$ cat src/hw/rtl/cmee_pkg.sv
// shared types and constants for the cursor move escape encoder
package cmee_pkg;

	// byte codes used in the emitted sequences
	localparam logic [7:0] CH_BS   = 8'h08;
	localparam logic [7:0] CH_LF   = 8'h0A;
	localparam logic [7:0] CH_CR   = 8'h0D;
	localparam logic [7:0] CH_ESC  = 8'h1B;
	localparam logic [7:0] CH_SEMI = 8'h3B;
	localparam logic [7:0] CH_LBR  = 8'h5B;
	localparam logic [7:0] CH_RI   = 8'h4D;
	localparam logic [7:0] FIN_CUU = 8'h41;
	localparam logic [7:0] FIN_CUD = 8'h42;
	localparam logic [7:0] FIN_CUF = 8'h43;
	localparam logic [7:0] FIN_CUB = 8'h44;
	localparam logic [7:0] FIN_CNL = 8'h45;
	localparam logic [7:0] FIN_CPL = 8'h46;
	localparam logic [7:0] FIN_CHA = 8'h47;
	localparam logic [7:0] FIN_CUP = 8'h48;
	localparam logic [3:0] DIGIT_HI = 4'h3;

	// sequence segments, emitted from lowest index to highest
	localparam int SEG_PRE   = 0;
	localparam int SEG_ESC   = 1;
	localparam int SEG_LBR   = 2;
	localparam int SEG_N1    = 3;
	localparam int SEG_SEMI  = 4;
	localparam int SEG_N2    = 5;
	localparam int SEG_FIN   = 6;
	localparam int SEG_RIESC = 7;
	localparam int SEG_RIM   = 8;
	localparam int SEG_LF    = 9;
	localparam int SEG_N     = 10;

	// x / 10 == (x * 52429) >> 19 for every x below 2^18
	localparam int unsigned DIV10_MUL   = 52429;
	localparam int unsigned DIV10_SHIFT = 19;

	typedef struct packed {
		logic [SEG_N-1:0] pend;
		logic [7:0]       pre_byte;
		logic [7:0]       fin_byte;
	} cmee_ctl_t;

endpackage

$ cat src/hw/rtl/cmee_plan.sv
// move classification: picks the sequence segments and the counts to print
module cmee_plan #(
	parameter int CB = 12,
	parameter int NW = 13
) (
	input  logic [CB-1:0]         cur_row,
	input  logic [CB-1:0]         cur_col,
	input  logic                  cur_col_known,
	input  logic [CB-1:0]         want_row,
	input  logic [CB-1:0]         want_col,
	output cmee_pkg::cmee_ctl_t   ctl,
	output logic [NW-1:0]         n1,
	output logic [NW-1:0]         n2
);

	logic [NW-1:0] cr_x, cc_x, wr_x, wc_x;
	logic          row_eq, col_same, down1, up1, wc_zero, wr_zero;
	logic [cmee_pkg::SEG_N-1:0] col_pend;
	logic [7:0]    col_pre, col_fin;
	logic [NW-1:0] col_n;

	assign cr_x = {1'b0, cur_row};
	assign cc_x = {1'b0, cur_col};
	assign wr_x = {1'b0, want_row};
	assign wc_x = {1'b0, want_col};

	assign row_eq   = cur_row == want_row;
	assign col_same = cur_col_known && (cur_col == want_col);
	assign down1    = wr_x == cr_x + NW'(1);
	assign up1      = wr_x + NW'(1) == cr_x;
	assign wc_zero  = want_col == '0;
	assign wr_zero  = want_row == '0;

	// move on the current row only
	always_comb begin
		col_pend = '0;
		col_pre  = cmee_pkg::CH_CR;
		col_fin  = cmee_pkg::FIN_CHA;
		col_n    = wc_x + NW'(1);
		if (wc_zero) begin
			col_pend[cmee_pkg::SEG_PRE] = 1'b1;
		end else if (!cur_col_known) begin
			col_pend[cmee_pkg::SEG_ESC] = 1'b1;
			col_pend[cmee_pkg::SEG_LBR] = 1'b1;
			col_pend[cmee_pkg::SEG_N1]  = 1'b1;
			col_pend[cmee_pkg::SEG_FIN] = 1'b1;
		end else if (wc_x + NW'(1) == cc_x) begin
			col_pend[cmee_pkg::SEG_PRE] = 1'b1;
			col_pre = cmee_pkg::CH_BS;
		end else begin
			col_pend[cmee_pkg::SEG_ESC] = 1'b1;
			col_pend[cmee_pkg::SEG_LBR] = 1'b1;
			col_pend[cmee_pkg::SEG_N1]  = 1'b1;
			col_pend[cmee_pkg::SEG_FIN] = 1'b1;
			if (want_col < cur_col) begin
				col_fin = cmee_pkg::FIN_CUB;
				col_n   = cc_x - wc_x;
			end else begin
				col_fin = cmee_pkg::FIN_CUF;
				col_n   = wc_x - cc_x;
			end
		end
	end

	always_comb begin
		ctl.pend     = '0;
		ctl.pre_byte = cmee_pkg::CH_CR;
		ctl.fin_byte = cmee_pkg::FIN_CUP;
		n1           = wr_x + NW'(1);
		n2           = wc_x + NW'(1);
		if (row_eq && col_same) begin
			ctl.pend = '0;
		end else if (row_eq) begin
			ctl.pend     = col_pend;
			ctl.pre_byte = col_pre;
			ctl.fin_byte = col_fin;
			n1           = col_n;
		end else if (col_same) begin
			if (down1) begin
				ctl.pend[cmee_pkg::SEG_LF] = 1'b1;
			end else if (up1) begin
				ctl.pend[cmee_pkg::SEG_RIESC] = 1'b1;
				ctl.pend[cmee_pkg::SEG_RIM]   = 1'b1;
			end else begin
				ctl.pend[cmee_pkg::SEG_ESC] = 1'b1;
				ctl.pend[cmee_pkg::SEG_LBR] = 1'b1;
				ctl.pend[cmee_pkg::SEG_N1]  = 1'b1;
				ctl.pend[cmee_pkg::SEG_FIN] = 1'b1;
				if (want_row < cur_row) begin
					ctl.fin_byte = cmee_pkg::FIN_CUU;
					n1           = cr_x - wr_x;
				end else begin
					ctl.fin_byte = cmee_pkg::FIN_CUD;
					n1           = wr_x - cr_x;
				end
			end
		end else if (wc_zero) begin
			if (wr_zero) begin
				// home without counts
				ctl.pend[cmee_pkg::SEG_ESC] = 1'b1;
				ctl.pend[cmee_pkg::SEG_LBR] = 1'b1;
				ctl.pend[cmee_pkg::SEG_FIN] = 1'b1;
			end else if (down1) begin
				ctl.pend[cmee_pkg::SEG_PRE] = 1'b1;
				ctl.pend[cmee_pkg::SEG_LF]  = 1'b1;
			end else if (up1) begin
				ctl.pend[cmee_pkg::SEG_PRE]   = 1'b1;
				ctl.pend[cmee_pkg::SEG_RIESC] = 1'b1;
				ctl.pend[cmee_pkg::SEG_RIM]   = 1'b1;
			end else begin
				ctl.pend[cmee_pkg::SEG_ESC] = 1'b1;
				ctl.pend[cmee_pkg::SEG_LBR] = 1'b1;
				ctl.pend[cmee_pkg::SEG_N1]  = 1'b1;
				ctl.pend[cmee_pkg::SEG_FIN] = 1'b1;
				if (want_row < cur_row) begin
					ctl.fin_byte = cmee_pkg::FIN_CPL;
					n1           = cr_x - wr_x;
				end else begin
					ctl.fin_byte = cmee_pkg::FIN_CNL;
					n1           = wr_x - cr_x;
				end
			end
		end else if (down1 || up1) begin
			// column move first, then the single row step
			ctl.pend     = col_pend;
			ctl.pre_byte = col_pre;
			ctl.fin_byte = col_fin;
			n1           = col_n;
			if (down1) begin
				ctl.pend[cmee_pkg::SEG_LF] = 1'b1;
			end else begin
				ctl.pend[cmee_pkg::SEG_RIESC] = 1'b1;
				ctl.pend[cmee_pkg::SEG_RIM]   = 1'b1;
			end
		end else begin
			ctl.pend[cmee_pkg::SEG_ESC]  = 1'b1;
			ctl.pend[cmee_pkg::SEG_LBR]  = 1'b1;
			ctl.pend[cmee_pkg::SEG_N1]   = 1'b1;
			ctl.pend[cmee_pkg::SEG_SEMI] = 1'b1;
			ctl.pend[cmee_pkg::SEG_N2]   = 1'b1;
			ctl.pend[cmee_pkg::SEG_FIN]  = 1'b1;
		end
	end

endmodule

$ cat src/hw/rtl/cmee_digit_stage.sv
// one decimal digit stage: peels the low digit off both counts
module cmee_digit_stage #(
	parameter int NW   = 13,
	parameter int NDIG = 4,
	parameter int POS  = 0
) (
	input  logic                     clk,
	input  logic                     arst_n,
	input  logic                     in_valid,
	output logic                     in_ready,
	input  cmee_pkg::cmee_ctl_t      in_ctl,
	input  logic [NW-1:0]            in_v1,
	input  logic [NW-1:0]            in_v2,
	input  logic [NDIG-1:0][3:0]     in_dig1,
	input  logic [NDIG-1:0][3:0]     in_dig2,
	output logic                     out_valid,
	input  logic                     out_ready,
	output cmee_pkg::cmee_ctl_t      out_ctl,
	output logic [NW-1:0]            out_v1,
	output logic [NW-1:0]            out_v2,
	output logic [NDIG-1:0][3:0]     out_dig1,
	output logic [NDIG-1:0][3:0]     out_dig2
);

	localparam int PW = NW + 16;

	logic                 valid_q;
	cmee_pkg::cmee_ctl_t  ctl_q;
	logic [NW-1:0]        v1_q, v2_q;
	logic [NDIG-1:0][3:0] dig1_q, dig2_q;
	logic [PW-1:0]        p1, p2;
	logic [NW-1:0]        q1, q2, r1, r2;
	logic [NDIG-1:0][3:0] dig1_n, dig2_n;

	// divide by ten through a reciprocal multiply
	assign p1 = PW'(in_v1) * PW'(cmee_pkg::DIV10_MUL);
	assign p2 = PW'(in_v2) * PW'(cmee_pkg::DIV10_MUL);
	assign q1 = NW'(p1 >> cmee_pkg::DIV10_SHIFT);
	assign q2 = NW'(p2 >> cmee_pkg::DIV10_SHIFT);
	assign r1 = in_v1 - ((q1 << 3) + (q1 << 1));
	assign r2 = in_v2 - ((q2 << 3) + (q2 << 1));

	always_comb begin
		dig1_n      = in_dig1;
		dig2_n      = in_dig2;
		dig1_n[POS] = r1[3:0];
		dig2_n[POS] = r2[3:0];
	end

	assign in_ready = !valid_q || out_ready;

	always_ff @(posedge clk or negedge arst_n) begin
		if (!arst_n) begin
			valid_q <= 1'b0;
		end else if (in_ready) begin
			valid_q <= in_valid;
		end
	end

	always_ff @(posedge clk) begin
		if (in_ready && in_valid) begin
			ctl_q  <= in_ctl;
			v1_q   <= q1;
			v2_q   <= q2;
			dig1_q <= dig1_n;
			dig2_q <= dig2_n;
		end
	end

	assign out_valid = valid_q;
	assign out_ctl   = ctl_q;
	assign out_v1    = v1_q;
	assign out_v2    = v2_q;
	assign out_dig1  = dig1_q;
	assign out_dig2  = dig2_q;

endmodule

$ cat src/hw/rtl/cmee_serializer.sv
// byte serializer: walks the pending segments of one sequence, one byte a cycle
module cmee_serializer #(
	parameter int NDIG = 4
) (
	input  logic                 clk,
	input  logic                 arst_n,
	input  logic                 in_valid,
	output logic                 in_ready,
	input  cmee_pkg::cmee_ctl_t  in_ctl,
	input  logic [NDIG-1:0][3:0] in_dig1,
	input  logic [NDIG-1:0][3:0] in_dig2,
	output logic                 byte_valid,
	output logic [7:0]           out_byte,
	output logic                 last_byte
);

	localparam int SN    = cmee_pkg::SEG_N;
	localparam int IDX_W = $clog2(NDIG);

	logic [SN-1:0]        pend_q, seg_oh, next_pend;
	logic [7:0]           pre_q, fin_q;
	logic [NDIG-1:0][3:0] dig1_q, dig2_q;
	logic [IDX_W-1:0]     idx1_q, idx2_q, top1, top2;
	logic                 hold1, hold2, take;

	// lowest pending segment is the one on the port
	assign seg_oh = pend_q & (~pend_q + SN'(1));

	assign hold1 = seg_oh[cmee_pkg::SEG_N1] && (idx1_q != '0);
	assign hold2 = seg_oh[cmee_pkg::SEG_N2] && (idx2_q != '0);
	assign next_pend = (hold1 || hold2) ? pend_q : (pend_q & ~seg_oh);

	assign byte_valid = pend_q != '0;
	assign last_byte  = byte_valid && (next_pend == '0);
	assign take       = !byte_valid || last_byte;
	assign in_ready   = take;

	always_comb begin
		if (seg_oh[cmee_pkg::SEG_PRE]) begin
			out_byte = pre_q;
		end else if (seg_oh[cmee_pkg::SEG_ESC] || seg_oh[cmee_pkg::SEG_RIESC]) begin
			out_byte = cmee_pkg::CH_ESC;
		end else if (seg_oh[cmee_pkg::SEG_LBR]) begin
			out_byte = cmee_pkg::CH_LBR;
		end else if (seg_oh[cmee_pkg::SEG_N1]) begin
			out_byte = {cmee_pkg::DIGIT_HI, dig1_q[idx1_q]};
		end else if (seg_oh[cmee_pkg::SEG_SEMI]) begin
			out_byte = cmee_pkg::CH_SEMI;
		end else if (seg_oh[cmee_pkg::SEG_N2]) begin
			out_byte = {cmee_pkg::DIGIT_HI, dig2_q[idx2_q]};
		end else if (seg_oh[cmee_pkg::SEG_FIN]) begin
			out_byte = fin_q;
		end else if (seg_oh[cmee_pkg::SEG_RIM]) begin
			out_byte = cmee_pkg::CH_RI;
		end else begin
			out_byte = cmee_pkg::CH_LF;
		end
	end

	// most significant nonzero digit, no leading zeros
	always_comb begin
		top1 = '0;
		top2 = '0;
		for (int i = 0; i < NDIG; i++) begin
			if (in_dig1[i] != '0) begin
				top1 = IDX_W'(i);
			end
			if (in_dig2[i] != '0) begin
				top2 = IDX_W'(i);
			end
		end
	end

	always_ff @(posedge clk or negedge arst_n) begin
		if (!arst_n) begin
			pend_q <= '0;
		end else if (take) begin
			pend_q <= in_valid ? in_ctl.pend : '0;
		end else begin
			pend_q <= next_pend;
		end
	end

	always_ff @(posedge clk) begin
		if (take) begin
			if (in_valid) begin
				pre_q  <= in_ctl.pre_byte;
				fin_q  <= in_ctl.fin_byte;
				dig1_q <= in_dig1;
				dig2_q <= in_dig2;
				idx1_q <= top1;
				idx2_q <= top2;
			end
		end else begin
			if (hold1) begin
				idx1_q <= idx1_q - IDX_W'(1);
			end
			if (hold2) begin
				idx2_q <= idx2_q - IDX_W'(1);
			end
		end
	end

	a_no_gap: assert property (@(posedge clk) disable iff (!arst_n)
		byte_valid && !last_byte |=> byte_valid)
		else $error("sequence broken before its last byte");

	a_last_single: assert property (@(posedge clk) disable iff (!arst_n)
		last_byte |-> $onehot(pend_q))
		else $error("last byte with more segments pending");

	a_load_emits: assert property (@(posedge clk) disable iff (!arst_n)
		in_valid && in_ready |=> byte_valid)
		else $error("loaded sequence produced no byte");

endmodule

$ cat src/hw/rtl/cursor_move_escape_encoder_core.sv
// top level of the cursor move escape encoder
//
// Usage: drive cur_row, cur_col, cur_col_known, want_row and want_col with
// start high; the move is taken at a rising edge where start is high and busy
// is low. The block answers with the bytes of the terminal sequence that moves
// the cursor, one byte per cycle on out_byte, each marked by byte_valid for one
// cycle, with last_byte on the final byte. A move to the same position with
// cur_col_known high gives no bytes at all.
// The first byte reaches the port through the input register, the classify
// register, one stage per decimal digit, then the serializer register. Every
// later byte follows in the next cycle.
// Throughput: the serializer sends one byte per cycle, so a move of L bytes
// holds it until all L are sent (1 to 2*digits+4 bytes, at most 12 for 12-bit
// coordinates); bytes of consecutive moves follow with no idle cycle when the
// next move waits at the serializer input. busy rises only when every pipeline stage holds a move.
// Reset: arst_n clears all valid flags and the pending segment mask; no bytes
// come out until a move is taken. The receiver has no way to stall the output.
module cursor_move_escape_encoder_core #(
	parameter int COORD_BITS = 12
) (
	input  logic                  clk,
	input  logic                  arst_n,
	input  logic                  start,
	output logic                  busy,
	input  logic [COORD_BITS-1:0] cur_row,
	input  logic [COORD_BITS-1:0] cur_col,
	input  logic                  cur_col_known,
	input  logic [COORD_BITS-1:0] want_row,
	input  logic [COORD_BITS-1:0] want_col,
	output logic                  byte_valid,
	output logic [7:0]            out_byte,
	output logic                  last_byte
);

	localparam int NW   = COORD_BITS + 1;
	localparam int NDIG = (COORD_BITS * 3) / 10 + 1;

	logic                  valid_s1, ready_s1;
	logic [COORD_BITS-1:0] cur_row_s1, cur_col_s1, want_row_s1, want_col_s1;
	logic                  known_s1;

	cmee_pkg::cmee_ctl_t   plan_ctl;
	logic [NW-1:0]         plan_n1, plan_n2;

	logic                  valid_s2;
	cmee_pkg::cmee_ctl_t   ctl_s2;
	logic [NW-1:0]         n1_s2, n2_s2;

	logic [NDIG:0]         st_valid, st_ready;
	cmee_pkg::cmee_ctl_t   st_ctl  [NDIG+1];
	logic [NW-1:0]         st_v1   [NDIG+1];
	logic [NW-1:0]         st_v2   [NDIG+1];
	logic [NDIG-1:0][3:0]  st_dig1 [NDIG+1];
	logic [NDIG-1:0][3:0]  st_dig2 [NDIG+1];

	assign busy = valid_s1 && !ready_s1;

	// input register
	always_ff @(posedge clk or negedge arst_n) begin
		if (!arst_n) begin
			valid_s1 <= 1'b0;
		end else if (!busy) begin
			valid_s1 <= start;
		end
	end

	always_ff @(posedge clk) begin
		if (start && !busy) begin
			cur_row_s1  <= cur_row;
			cur_col_s1  <= cur_col;
			known_s1    <= cur_col_known;
			want_row_s1 <= want_row;
			want_col_s1 <= want_col;
		end
	end

	cmee_plan #(
		.CB(COORD_BITS),
		.NW(NW)
	) u_plan (
		.cur_row      (cur_row_s1),
		.cur_col      (cur_col_s1),
		.cur_col_known(known_s1),
		.want_row     (want_row_s1),
		.want_col     (want_col_s1),
		.ctl          (plan_ctl),
		.n1           (plan_n1),
		.n2           (plan_n2)
	);

	assign ready_s1 = !valid_s2 || st_ready[0];

	// moves with nothing to send are dropped here
	always_ff @(posedge clk or negedge arst_n) begin
		if (!arst_n) begin
			valid_s2 <= 1'b0;
		end else if (ready_s1) begin
			valid_s2 <= valid_s1 && (plan_ctl.pend != '0);
		end
	end

	always_ff @(posedge clk) begin
		if (ready_s1 && valid_s1) begin
			ctl_s2 <= plan_ctl;
			n1_s2  <= plan_n1;
			n2_s2  <= plan_n2;
		end
	end

	assign st_valid[0] = valid_s2;
	assign st_ctl[0]   = ctl_s2;
	assign st_v1[0]    = n1_s2;
	assign st_v2[0]    = n2_s2;
	assign st_dig1[0]  = '0;
	assign st_dig2[0]  = '0;

	for (genvar g = 0; g < NDIG; g++) begin : g_digit
		cmee_digit_stage #(
			.NW  (NW),
			.NDIG(NDIG),
			.POS (g)
		) u_stage (
			.clk      (clk),
			.arst_n   (arst_n),
			.in_valid (st_valid[g]),
			.in_ready (st_ready[g]),
			.in_ctl   (st_ctl[g]),
			.in_v1    (st_v1[g]),
			.in_v2    (st_v2[g]),
			.in_dig1  (st_dig1[g]),
			.in_dig2  (st_dig2[g]),
			.out_valid(st_valid[g+1]),
			.out_ready(st_ready[g+1]),
			.out_ctl  (st_ctl[g+1]),
			.out_v1   (st_v1[g+1]),
			.out_v2   (st_v2[g+1]),
			.out_dig1 (st_dig1[g+1]),
			.out_dig2 (st_dig2[g+1])
		);
	end

	cmee_serializer #(
		.NDIG(NDIG)
	) u_ser (
		.clk       (clk),
		.arst_n    (arst_n),
		.in_valid  (st_valid[NDIG]),
		.in_ready  (st_ready[NDIG]),
		.in_ctl    (st_ctl[NDIG]),
		.in_dig1   (st_dig1[NDIG]),
		.in_dig2   (st_dig2[NDIG]),
		.byte_valid(byte_valid),
		.out_byte  (out_byte),
		.last_byte (last_byte)
	);

endmodule

$ cat config.mk
export PLATFORM = sky130hd
export DESIGN_NAME = cursor_move_escape_encoder_core
export DESIGN_NICKNAME = d
export VERILOG_FILES = /design/src/hw/rtl/cmee_pkg.sv /design/src/hw/rtl/cmee_plan.sv /design/src/hw/rtl/cmee_digit_stage.sv /design/src/hw/rtl/cmee_serializer.sv /design/src/hw/rtl/cursor_move_escape_encoder_core.sv
export SDC_FILE = /design/constraint.sdc
export NUM_CORES = 1
export LEC_CHECK = 0
export BUFFER_PORTS_ARGS = -buffer_cell sky130_fd_sc_hd__buf_2
export CORE_AREA = 2 2 208 210
export CTS_CLUSTER_DIAMETER = 200
export DETAILED_ROUTE_END_ITERATION = 7
export DIE_AREA = 0 0 210 212
export PLACE_DENSITY = 0.82
export SLEW_MARGIN = 5
export SYNTH_ARGS = -nofsm -noshare
export SYNTH_HDL_FRONTEND = slang
export SYNTH_SLANG_ARGS = --single-unit
$ cat constraint.sdc
create_clock -name clk -period 10.95 [get_ports clk]
set_input_delay 1.6425 -clock clk [delete_from_list [all_inputs] [get_ports clk]]
set_output_delay 1.6425 -clock clk [all_outputs]
set_load 0.005 [all_outputs]
* After elaboration in Yosys (flattened, before gate mapping)
Cells that the tools add are included.
** Storage, ports and cells
- Bits in registers :: 395
- Output and inout port bits :: 11
- Logic and storage cells :: 255
** Cells by class
- $add $sub $neg :: 26
- Multipliers :: 8
- Magnitude comparators :: 4
- Equal/unequal tests :: 6
- Muxes and demuxes :: 92
- Bitwise gates (word level) :: 4
- Reduce and logical (&&, ||, !) cells :: 48
** Operators by type and width (number)
- $mux 13 :: 13
- $mux 8 :: 20
- $mul 13x16->29 const B :: 2
- $mul 10x16->26 const B :: 2
- $sub 12x12->13 :: 4
- $mul 7x16->23 const B :: 2
- $mul 4x16->20 const B :: 2
- $mux 10 :: 4
- $add 12x1->13 const B :: 3
- $mux 2 :: 17
- $mux 3 :: 11
- $add 4x4->4 :: 8
- $sub 4x4->4 :: 8
- $eq 13x12->1 :: 2
- $mux 26 :: 1
- $eq 12x12->1 :: 2
- $logic_not 12->1 :: 2
- $lt 12x12->1 :: 2
- $reduce_bool 4->1 :: 6
- $and 10x10->10 :: 2
- $mux 4 :: 5
- $not 10->10 :: 2
- $reduce_bool 10->1 :: 2
- $mux 17 :: 1
- other kinds (16) :: 65

* Depth between registers and ports, before layout
Gate-level depths: netlist of run 1.
- Depth in word-level cells :: 18
- Depth in mapped cells :: 25

* Modules after synthesis
A second synthesis of run 1 with hierarchy kept.
** Second synthesis, totals
- Cells, all modules :: 3904
- Area, all modules :: 44061.0 sq um
** By module, submodules not included
- cmee_digit_stage (g_digit[0].u_stage ...) :: times used 2, cells an instance 739, area an instance 8459.4 sq um, sequential area each 2367.3 sq um
- cmee_digit_stage (g_digit[2].u_stage) :: times used 1, cells an instance 739, area an instance 8435.6 sq um, sequential area each 2367.3 sq um
- cmee_digit_stage (g_digit[3].u_stage) :: times used 1, cells an instance 689, area an instance 8157.8 sq um, sequential area each 2367.3 sq um
- cmee_plan :: times used 1, cells an instance 712, area an instance 4713.3 sq um, sequential area each 0.0 sq um
- cursor_move_escape_encoder_core :: times used 1, cells an instance 115, area an instance 3160.5 sq um, sequential area each 3083.0 sq um
- cmee_serializer :: times used 1, cells an instance 171, area an instance 2675.1 sq um, sequential area each 1811.7 sq um

* Least setup slack after synthesis of run 1
Ideal clock, no wire load.
- Path type :: register -> register
- Start :: reg n1_s2[11]
- End :: reg g_digit[0].u_stage.dig1_q (netlist bit g_digit[0].u_stage.out_dig1[3]), data pin
- Library setup time :: 0.261 ns
- Arrival :: 5.130 ns
- Required time :: 10.689 ns
- Setup slack :: 5.559 ns
- Stages on the path, launching flop included :: 26
- Path buffers :: 0
- Cells stage by stage :: edfxtp_1 -> inv_1 -> ha_1 -> inv_1 -> fa_1 -> inv_1 -> fa_1 -> inv_1 -> fa_1 -> inv_1 -> fa_1 -> inv_1 -> ha_1 -> a21o_1 -> a21o_1 -> a21oi_1 -> nor2_1 -> a211oi_1 -> o21ai_0 -> a21oi_1 -> xnor2_1 -> ha_1 -> nand2_1 -> nand2_1 -> xnor2_1 -> xnor2_1
** Between the ends
- Cells in the longest elaborated chain, start to end :: 3
** Ends and longest elaborated chain
- start: declaration :: RTL line cursor_move_escape_encoder_core.sv:47 : logic [NW-1:0] n1_s2, n2_s2;
- start signal: assignment :: RTL line cursor_move_escape_encoder_core.sv:105 : n1_s2 <= plan_n1;
- $mul 13x16->29 :: RTL line cmee_digit_stage.sv:36 : assign p1 = PW'(in_v1) * PW'(cmee_pkg::DIV10_MUL);
- via g_digit[0].u_stage.p1[20] :: RTL line cmee_digit_stage.sv:31 : logic [PW-1:0] p1, p2;
- $add 4x4->4 :: RTL line cmee_digit_stage.sv:40 : assign r1 = in_v1 - ((q1 << 3) + (q1 << 1));
- $sub 4x4->4 :: RTL line cmee_digit_stage.sv:40
- via g_digit[0].u_stage.r1[3] :: RTL line cmee_digit_stage.sv:32 : logic [NW-1:0] q1, q2, r1, r2;
- end signal: assignment :: RTL line cmee_digit_stage.sv:65 : dig1_q <= dig1_n;
- end: declaration :: RTL line cmee_digit_stage.sv:30 : logic [NDIG-1:0][3:0] dig1_q, dig2_q;
The timed path passes the listed nets, and every way through them passes these cells.
A chain may end at the register's enable or synchronous reset.

* Final worst setup path of run 1
- Start :: reg g_digit[0].u_stage.v1_q[9]
- End :: reg g_digit[1].u_stage.dig1_q (netlist bit g_digit[1].u_stage.out_dig1[7]), data pin
** Between the ends
- Cells in the longest elaborated chain, start to end :: 3
** Ends and longest elaborated chain
- start: declaration :: RTL line cmee_digit_stage.sv:29 : logic [NW-1:0] v1_q, v2_q;
- start signal: assignment :: RTL line cmee_digit_stage.sv:63 : v1_q <= q1;
- $mul 10x16->26 :: RTL line cmee_digit_stage.sv:36
- via g_digit[1].u_stage.p1[20] :: RTL line cmee_digit_stage.sv:31
- $add 4x4->4 :: RTL line cmee_digit_stage.sv:40
- $sub 4x4->4 :: RTL line cmee_digit_stage.sv:40
- via g_digit[1].u_stage.r1[3] :: RTL line cmee_digit_stage.sv:32
- end signal: assignment :: RTL line cmee_digit_stage.sv:65
- end: declaration :: RTL line cmee_digit_stage.sv:30
The timed path passes the listed nets, and every way through them passes these cells.

==> results of run 1 <==
cells in the final DEF, fill, tap and decap left out, drive strengths merged, types with 40 or more instances in the layout:
master,Yosys,layout
a21oi,79,79
buf,20,61
clkbuf,15,40
edfxtp,293,293
fa,180,180
ha,497,497
inv,442,447
nand2,101,101
nor2,89,89
o21ai,59,59
xnor2,108,108
critical path: cells and delay by family, from the launching register on:
family	cells	cell delay, ps
and+or+nand+nor	1	380
buffers and inverters	5	330
AOI/OAI and AO/OA	4	1020
adders and majority gates	7	2850
DFF	1	450
xor gates and xnor gates	4	670
cells by family after synthesis:
family | count (synthesis) | share of synthesized area [%]
flops | 309 | 33.9
simple gates | 410 | 8.12
buf+inv | 477 | 6.86
mux | 30 | 1.53
other cells | 1 | 0.0138
fa+ha+maj | 677 | 36.2
xor+xnor | 148 | 4.83
compound gates | 338 | 8.52
final timing paths:
check / from / cells after the start / slack [ps] / endpoint
worst max-delay path: g_digit[0].u_stage.out_v1[9]$_DFFE_PP_ / 21 / 5020 / g_digit[1].u_stage.out_dig1[7]$_DFFE_PP_
worst min-delay path: ctl_s2[25]$_DFFE_PP_ / 0 / 410 / g_digit[0].u_stage.out_ctl[25]$_DFFE_PP_
worst max register to register: g_digit[0].u_stage.out_v1[9]$_DFFE_PP_ / 21 / 5020 / g_digit[1].u_stage.out_dig1[7]$_DFFE_PP_
worst min register to register: ctl_s2[25]$_DFFE_PP_ / 0 / 410 / g_digit[0].u_stage.out_ctl[25]$_DFFE_PP_
max in group asynchronous: arst_n / 1 / 9610 / u_ser.pend_q[3]$_DFF_PN0_
min in group asynchronous: arst_n / 1 / 1030 / u_ser.pend_q[7]$_DFF_PN0_
per-stage QoR:
| stage | utilization [%] | hold WS (ps) |
|---|---|---|
| floorplan | - | 400 |
| global placement | 65.7 | 401 |
| detailed placement | 65.7 | 405 |
| CTS | 68.6 | 407 |
| global route | 68.6 | 418 |
| finish | 68.6 | 410 |
registers in the layout, indices dropped and copies added (netlist names), 2 cells and up:
name                       flops
g_digit.u_stage.out_dig1      40
g_digit.u_stage.out_v1        21
u_ser.dig2_q                  16
cur_col_s1                    12
want_row_s1                   12
ctl_s2                        11
g_digit.u_stage.out_v2        21
want_col_s1                   12
u_ser.idx2_q                   2
cur_row_s1                    12
g_digit.u_stage.out_valid      4
g_digit.u_stage.out_ctl       44
u_ser.pend_q                  10
u_ser.idx1_q                   2
g_digit.u_stage.out_dig2      40
n2_s2                         13
u_ser.dig1_q                  16
n1_s2                         13
u_ser.fin_q                    4
Yosys cell counts, types with 5 or more instances:
cell type | number | area, sq um
a211oi_1 | 15 | 113
a21boi_0 | 7 | 52.6
a21o_1 | 28 | 210
a21oi_1 | 78 | 390
a221o_1 | 5 | 50.1
a22o_1 | 6 | 52.6
a31oi_1 | 15 | 93.8
a41o_1 | 6 | 60.1
and2_1 | 21 | 131
and3_1 | 16 | 100
buf_2 | 9 | 45.0
buf_4 | 7 | 52.6
clkbuf_1 | 15 | 56.3
dfrtp_1 | 16 | 400
edfxtp_1 | 293 | 8800
fa_1 | 180 | 3600
ha_1 | 497 | 6220
inv_1 | 436 | 1640
inv_2 | 5 | 18.8
mux2_2 | 5 | 56.3
mux2i_1 | 15 | 150
mux4_2 | 8 | 180
nand2_1 | 100 | 375
nand2b_1 | 18 | 113
nand3_1 | 27 | 135
nand4_1 | 22 | 138
nor2_1 | 85 | 319
nor2b_1 | 16 | 100
nor3_1 | 27 | 135
nor4_1 | 14 | 87.6
o2111ai_1 | 6 | 52.6
o211ai_1 | 11 | 82.6
o21a_1 | 23 | 173
o21ai_0 | 54 | 270
o21ai_1 | 5 | 25.0
o21bai_1 | 9 | 67.6
o221ai_1 | 7 | 61.3
o31a_1 | 7 | 61.3
o31ai_1 | 7 | 52.6
or2_2 | 15 | 93.8
or3_1 | 10 | 62.6
or4_1 | 5 | 37.5
xnor2_1 | 108 | 946
xor2_1 | 39 | 342
layer usage:
| metal | vias up | global-route usage, % | share of wire (%) |
|---|---|---|---|
| li1 | 8435 | - | - |
| met1 | 8606 | 31.5 | 41 |
| met2 | 457 | 47.4 | 51 |
| met3 | 142 | 2.69 | 3.5 |
| met4 | 0 | 11.2 | 4.1 |
| met5 | - | 0 | 0 |
area by class of cell:
| type | instances | area share, % |
|---|---|---|
| multi-input combinational | 1604 | 55.2 |
| timing repair buffer | 61 | 1.05 |
| clock inverter | 23 | 1.01 |
| sequential | 309 | 31.5 |
| clock buffer | 40 | 3.17 |
| tap | 546 | 2.34 |
| inverter | 442 | 5.70 |
==> results by group, run 1 <==
Synthesis
  – Synth unique cells: 99
  – Synthesis-stage register bit count: 309
  – Sequential-to-total area share from yosys stat: 33.9%
  – Synth Area per Inst: 11.3 sq um
  – Cells after synthesis: 2390
  – Post-synth net total: 3119
  – Synth async-reset ratio: 5.18%
  – Synth Flop Type: edfxtp_1
  – Mapped Area: 0.0271 sq mm
  – Number of synthesized flops with an enable pin: 293
  – Synth Warn #: 0

Clock tree
  – CTS tree: built
  – H-tree Lvls: 2
  – CTS max path bufs: 3
  – Total CTS buffers: 36
  – CTS Root Cell: clkbuf_16
  – Setup bufs post-CTS: 0
  – Clock latency on the worst-skew pair: 550 ps
  – Post-CTS Hold Fix Bufs: 0
  – Post-CTS sizing: 0
  – Clock net sink count: 309
  – Clock transition at path regs: 70 ps

Detailed routing
  – Detail Route Antenna Nets: 0
  – Total Wirelength: 55700 microns
  – Routed len/inst: 18.4 microns
  – DRC violations left: 0
  – DR pass1 iterations: 5
  – DR vias: 17600
  – Vias per cell: 5.83
  – Initial drt markers: 1123

Global route
  – Initial antenna violation count: 0
  – Largest net degree at the start of global routing: 50
  – Total track usage: 26.0%
  – Vias in the first global route: 18800
  – Overflow after GRT: 0
  – First-pass GRT wire length: 92300 microns

STA
  – Slew @ Worst Pin: 1200 ps
  – FMAX: 169 MHz
  – Setup_tns: 0 ps
  – RSZ-0062 raised after global routing: no
  – Final Setup Violations: 0
  – Final Cycle Share: 54.2%
  – Final Skew: 14.0 ps
  – Final hold violations: 0
  – Slew margin rel.: 19.8%
  – Fin worst setup slack: 5020 ps
  – Final Max Slew Viols: 0
  – Post-route minimum period: 5930 ps

Worst hold path
  – Hold/Removal Path Class: reg2reg

Place
  – Placed Cells: 2962
  – Port Buffers: 61
  – Detailed Place HPWL: 44100 microns
  – Dpl cell area: 0.0279 sq mm
  – Pre-CTS setup slack: 5080 ps
  – Gpl congestion: 0.928

Floorplan
  – DIE AREA: 0.0445 sq mm
  – Boundary Pins: 63
  – Initial Utilization: 63.8%
  – CORE AREA: 0.0425 sq mm
  – Die H: 212 microns
  – Row cnt: 76
  – Die width: 210 microns

Cells and area
  – Area of the multi-input gates: 0.0161 sq mm
  – Final Non-Filler Cells: 3025
  – Nets: 3183
  – Area growth from synthesis to layout: 7.53%
  – Design Area, Final: 0.0292 sq mm
  – # fillers: 3028
  – Share of cells above drive strength 1: 7.58%
  – Antenna cells: 0
  – Seq. cell area: 0.00920 sq mm

Setup path
  – Worst Setup End Kind: flip-flop
  – Crit path launch type: flip-flop
  – Crit path max-delay cell type: fa_1
  – Worst Path Arrival: 6230 ps
  – Critical path required time: 11240 ps
  – CP max stage delay: 570 ps
  – CP dominant cell by count: inv_1
  – Crit path cell chain: ha_1 > inv_1 > fa_1 > inv_1 > fa_1 > inv_1 > fa_1 > inv_1 > fa_1 > inv_1 > ha_1 > or3_1 > o221ai_1 > o21ai_1 > a221o_1 > a41oi_1 > xnor2_1 > ha_1 > xnor2_1 > xnor2_1 > xnor2_1
  – Crit Path Category: reg2reg
  – Worst-path fanout max: 3

Run status
  – Outcome: completed

Run
  – Max cap viols: 0
Power of run 1 is left out: the tool's default activity adds up to more than one toggle a clock period on the data nets, which glitch-free logic cannot reach.
==> run 2: changes to the inputs <==
==> constraint.sdc (replaced) <==
create_clock -name clk -period 6 [get_ports clk]
set_input_delay 0.9 -clock clk [delete_from_list [all_inputs] [get_ports clk]]
set_output_delay 0.9 -clock clk [all_outputs]
set_load 0.005 [all_outputs]
==> results by group, run 2 (synthesized netlist as in run 1, its figures left out) <==
Cells and area
  – Area growth from synthesis to layout: 7.49% (about the same)
  – Leading cell type in the layout, fill and taps excluded: ha_1
  – Final Util: 68.6% (about the same)
  – Antenna cells: 0 (unchanged)
  – Nets: 3182 (-0.031%)
  – Commonest cells after routing, fill and taps aside: 496 x ha_1, 436 x inv_1, 293 x edfxtp_1
  – Share of cells above drive strength 1: 7.75% (+0.17 points)
  – Max FFs per register: 44 (unchanged)

Floorplan
  – Initial Utilization: 63.8% (unchanged)
  – Boundary Pins: 63 (unchanged)
  – CORE AREA: 0.0425 sq mm (unchanged)
  – Row cnt: 76 (unchanged)
  – Die width: 210 microns (unchanged)
  – DIE AREA: 0.0445 sq mm (unchanged)
  – Die H: 212 microns (unchanged)

Clock tree
  – CTS tree: built
  – CTS Root Cell: clkbuf_16
  – Clock transition at path regs: 60 ps (about the same)
  – Clock latency on the worst-skew pair: 530 ps (-20 ps)
  – Post-CTS sizing: 0 (unchanged)
  – Total CTS buffers: 35 (-2.8%)
  – Post-CTS Hold Fix Bufs: 0 (unchanged)
  – Clock net sink count: 309 (unchanged)
  – Setup bufs post-CTS: 0 (unchanged)
  – H-tree Lvls: 2 (unchanged)
  – CTS max path bufs: 3 (unchanged)

Detailed routing
  – DR vias: 17600 (-0.40%)
  – DRC violations left: 0 (unchanged)
  – Vias per cell: 5.81 (-0.34%)
  – DR pass1 iterations: 5 (unchanged)
  – Detail Route Antenna Nets: 0 (unchanged)
  – Initial drt markers: 1032 (-8.1%)
  – Routed len/inst: 18.2 microns (-1.4%)
  – Total Wirelength: 54900 microns (-1.5%)

STA
  – Final Skew: 22.7 ps (+8.71 ps)
  – Final Setup Violations: 0 (unchanged)
  – FMAX: 174 MHz (+3.1%)
  – Slew @ Worst Pin: 1210 ps (+8.72 ps)
  – Final Cycle Share: 95.9% (+42 points)
  – Post-route minimum period: 5760 ps (-178 ps)
  – Slew margin rel.: 19.2% (-0.58 points)
  – Final Max Slew Viols: 0 (unchanged)
  – Final hold violations: 0 (unchanged)

Global route
  – Total track usage: 25.5% (-0.50 points)
  – Vias in the first global route: 18700 (-0.66%)
  – Initial antenna violation count: 0 (unchanged)
  – Largest net degree at the start of global routing: 50 (unchanged)
  – Overflow after GRT: 0 (unchanged)
  – First-pass GRT wire length: 91300 microns (-1.1%)

Setup path
  – Worst-path fanout max: 4 (+1)
  – CP dominant cell by count: inv_1
  – CP max stage delay: 570 ps (about the same)
  – Worst Setup End Kind: flip-flop
  – Crit path max-delay cell type: fa_1
  – Crit Path Category: reg2reg
  – Crit path launch type: flip-flop
  – Cell count of the worst reg-to-reg path: 22 (+4.8%)
  – Critical path required time: 6270 ps (-4970 ps)
  – Worst Path Arrival: 6030 ps (-200 ps)
  – Crit path cell chain: inv_1 > ha_1 > inv_1 > fa_1 > inv_1 > fa_1 > inv_1 > fa_1 > inv_1 > fa_1 > inv_1 > ha_1 > or3_1 > o221ai_1 > o21ai_1 > a221o_1 > a41oi_2 > xnor2_1 > ha_2 > xnor2_2 > xnor2_2 > xnor2_1

Run status
  – Outcome: completed

Run
  – Max cap viols: 0 (unchanged)

Place
  – Detailed Place HPWL: 44400 microns (+0.64%)
  – Port Buffers: 61 (unchanged)
  – Gpl congestion: 0.927 (about the same)

Worst hold path
  – Hold/Removal Path Class: in2async
## run 2: cell count changes in the layout (fill, tap and decap cells not counted), sizes merged
cell	delta
clkinv	-3
clkinvlp	+3
clkbuf	-2
## run 2: final cells by class
class	instances	area [sq um]
clock buffer	38	887
tap	546	683
inverter	442	1660
clock inverter	23	290
multi-input combinational	1604	16100
sequential	309	9200
timing repair buffer	61	305
fill	2971	13400
## run 2: path summary, 6_finish.rpt
path | startpoint | slack (ps) | end
setup / recovery | g_digit[0].u_stage.out_v1[8]$_DFFE_PP_ | 240 | g_digit[1].u_stage.out_dig1[7]$_DFFE_PP_
hold / removal | arst_n | 300 | g_digit[2].u_stage.out_valid$_DFFE_PN0P_
setup reg to reg | g_digit[0].u_stage.out_v1[8]$_DFFE_PP_ | 240 | g_digit[1].u_stage.out_dig1[7]$_DFFE_PP_
hold reg to reg | ctl_s2[8]$_SDFFCE_PP1P_ | 400 | g_digit[0].u_stage.out_ctl[8]$_DFFE_PP_
max in group asynchronous | arst_n | 5410 | u_ser.pend_q[0]$_DFF_PN0_
min in group clk | ctl_s2[8]$_SDFFCE_PP1P_ | 400 | g_digit[0].u_stage.out_ctl[8]$_DFFE_PP_
## run 2: metal layers
layer / vias up / global-route usage (%) / wire length (microns)
li1: 8433 / - / -
met1: 8543 / 31.6 / 22800
met2: 481 / 47.4 / 28300
met3: 112 / 2.51 / 2130
met4: 0 / 7.78 / 1630
met5: - / 0 / 0
## run 2: through the flow
step	hold slack, ps	setup WS [ps]	setup TNS [ps]	cell area, sq um	cells
2_1_floorplan	400	609	0	27100	2390
3_3_place_gp	401	362	0	27900	2962
3_5_place_dp	405	60.7	0	27900	2962
4_1_cts	292	65.5	0	29100	3023
5_1_grt	320	-22.6	-22.6	29200	3023
6_report	300	245	0	29200	3023
## run 2: worst max-delay path: cells and delay by family (launching register included)
| kind | cells | cell delay [ps] |
|---|---|---|
| AOI/OAI and AO/OA | 4 | 880 |
| DFF | 1 | 430 |
| buffers and inverters | 6 | 390 |
| and+or+nand+nor | 1 | 380 |
| xor gates and xnor gates | 4 | 590 |
| adders and majority gates | 7 | 2850 |
Power of run 2 is left out for the same reason.
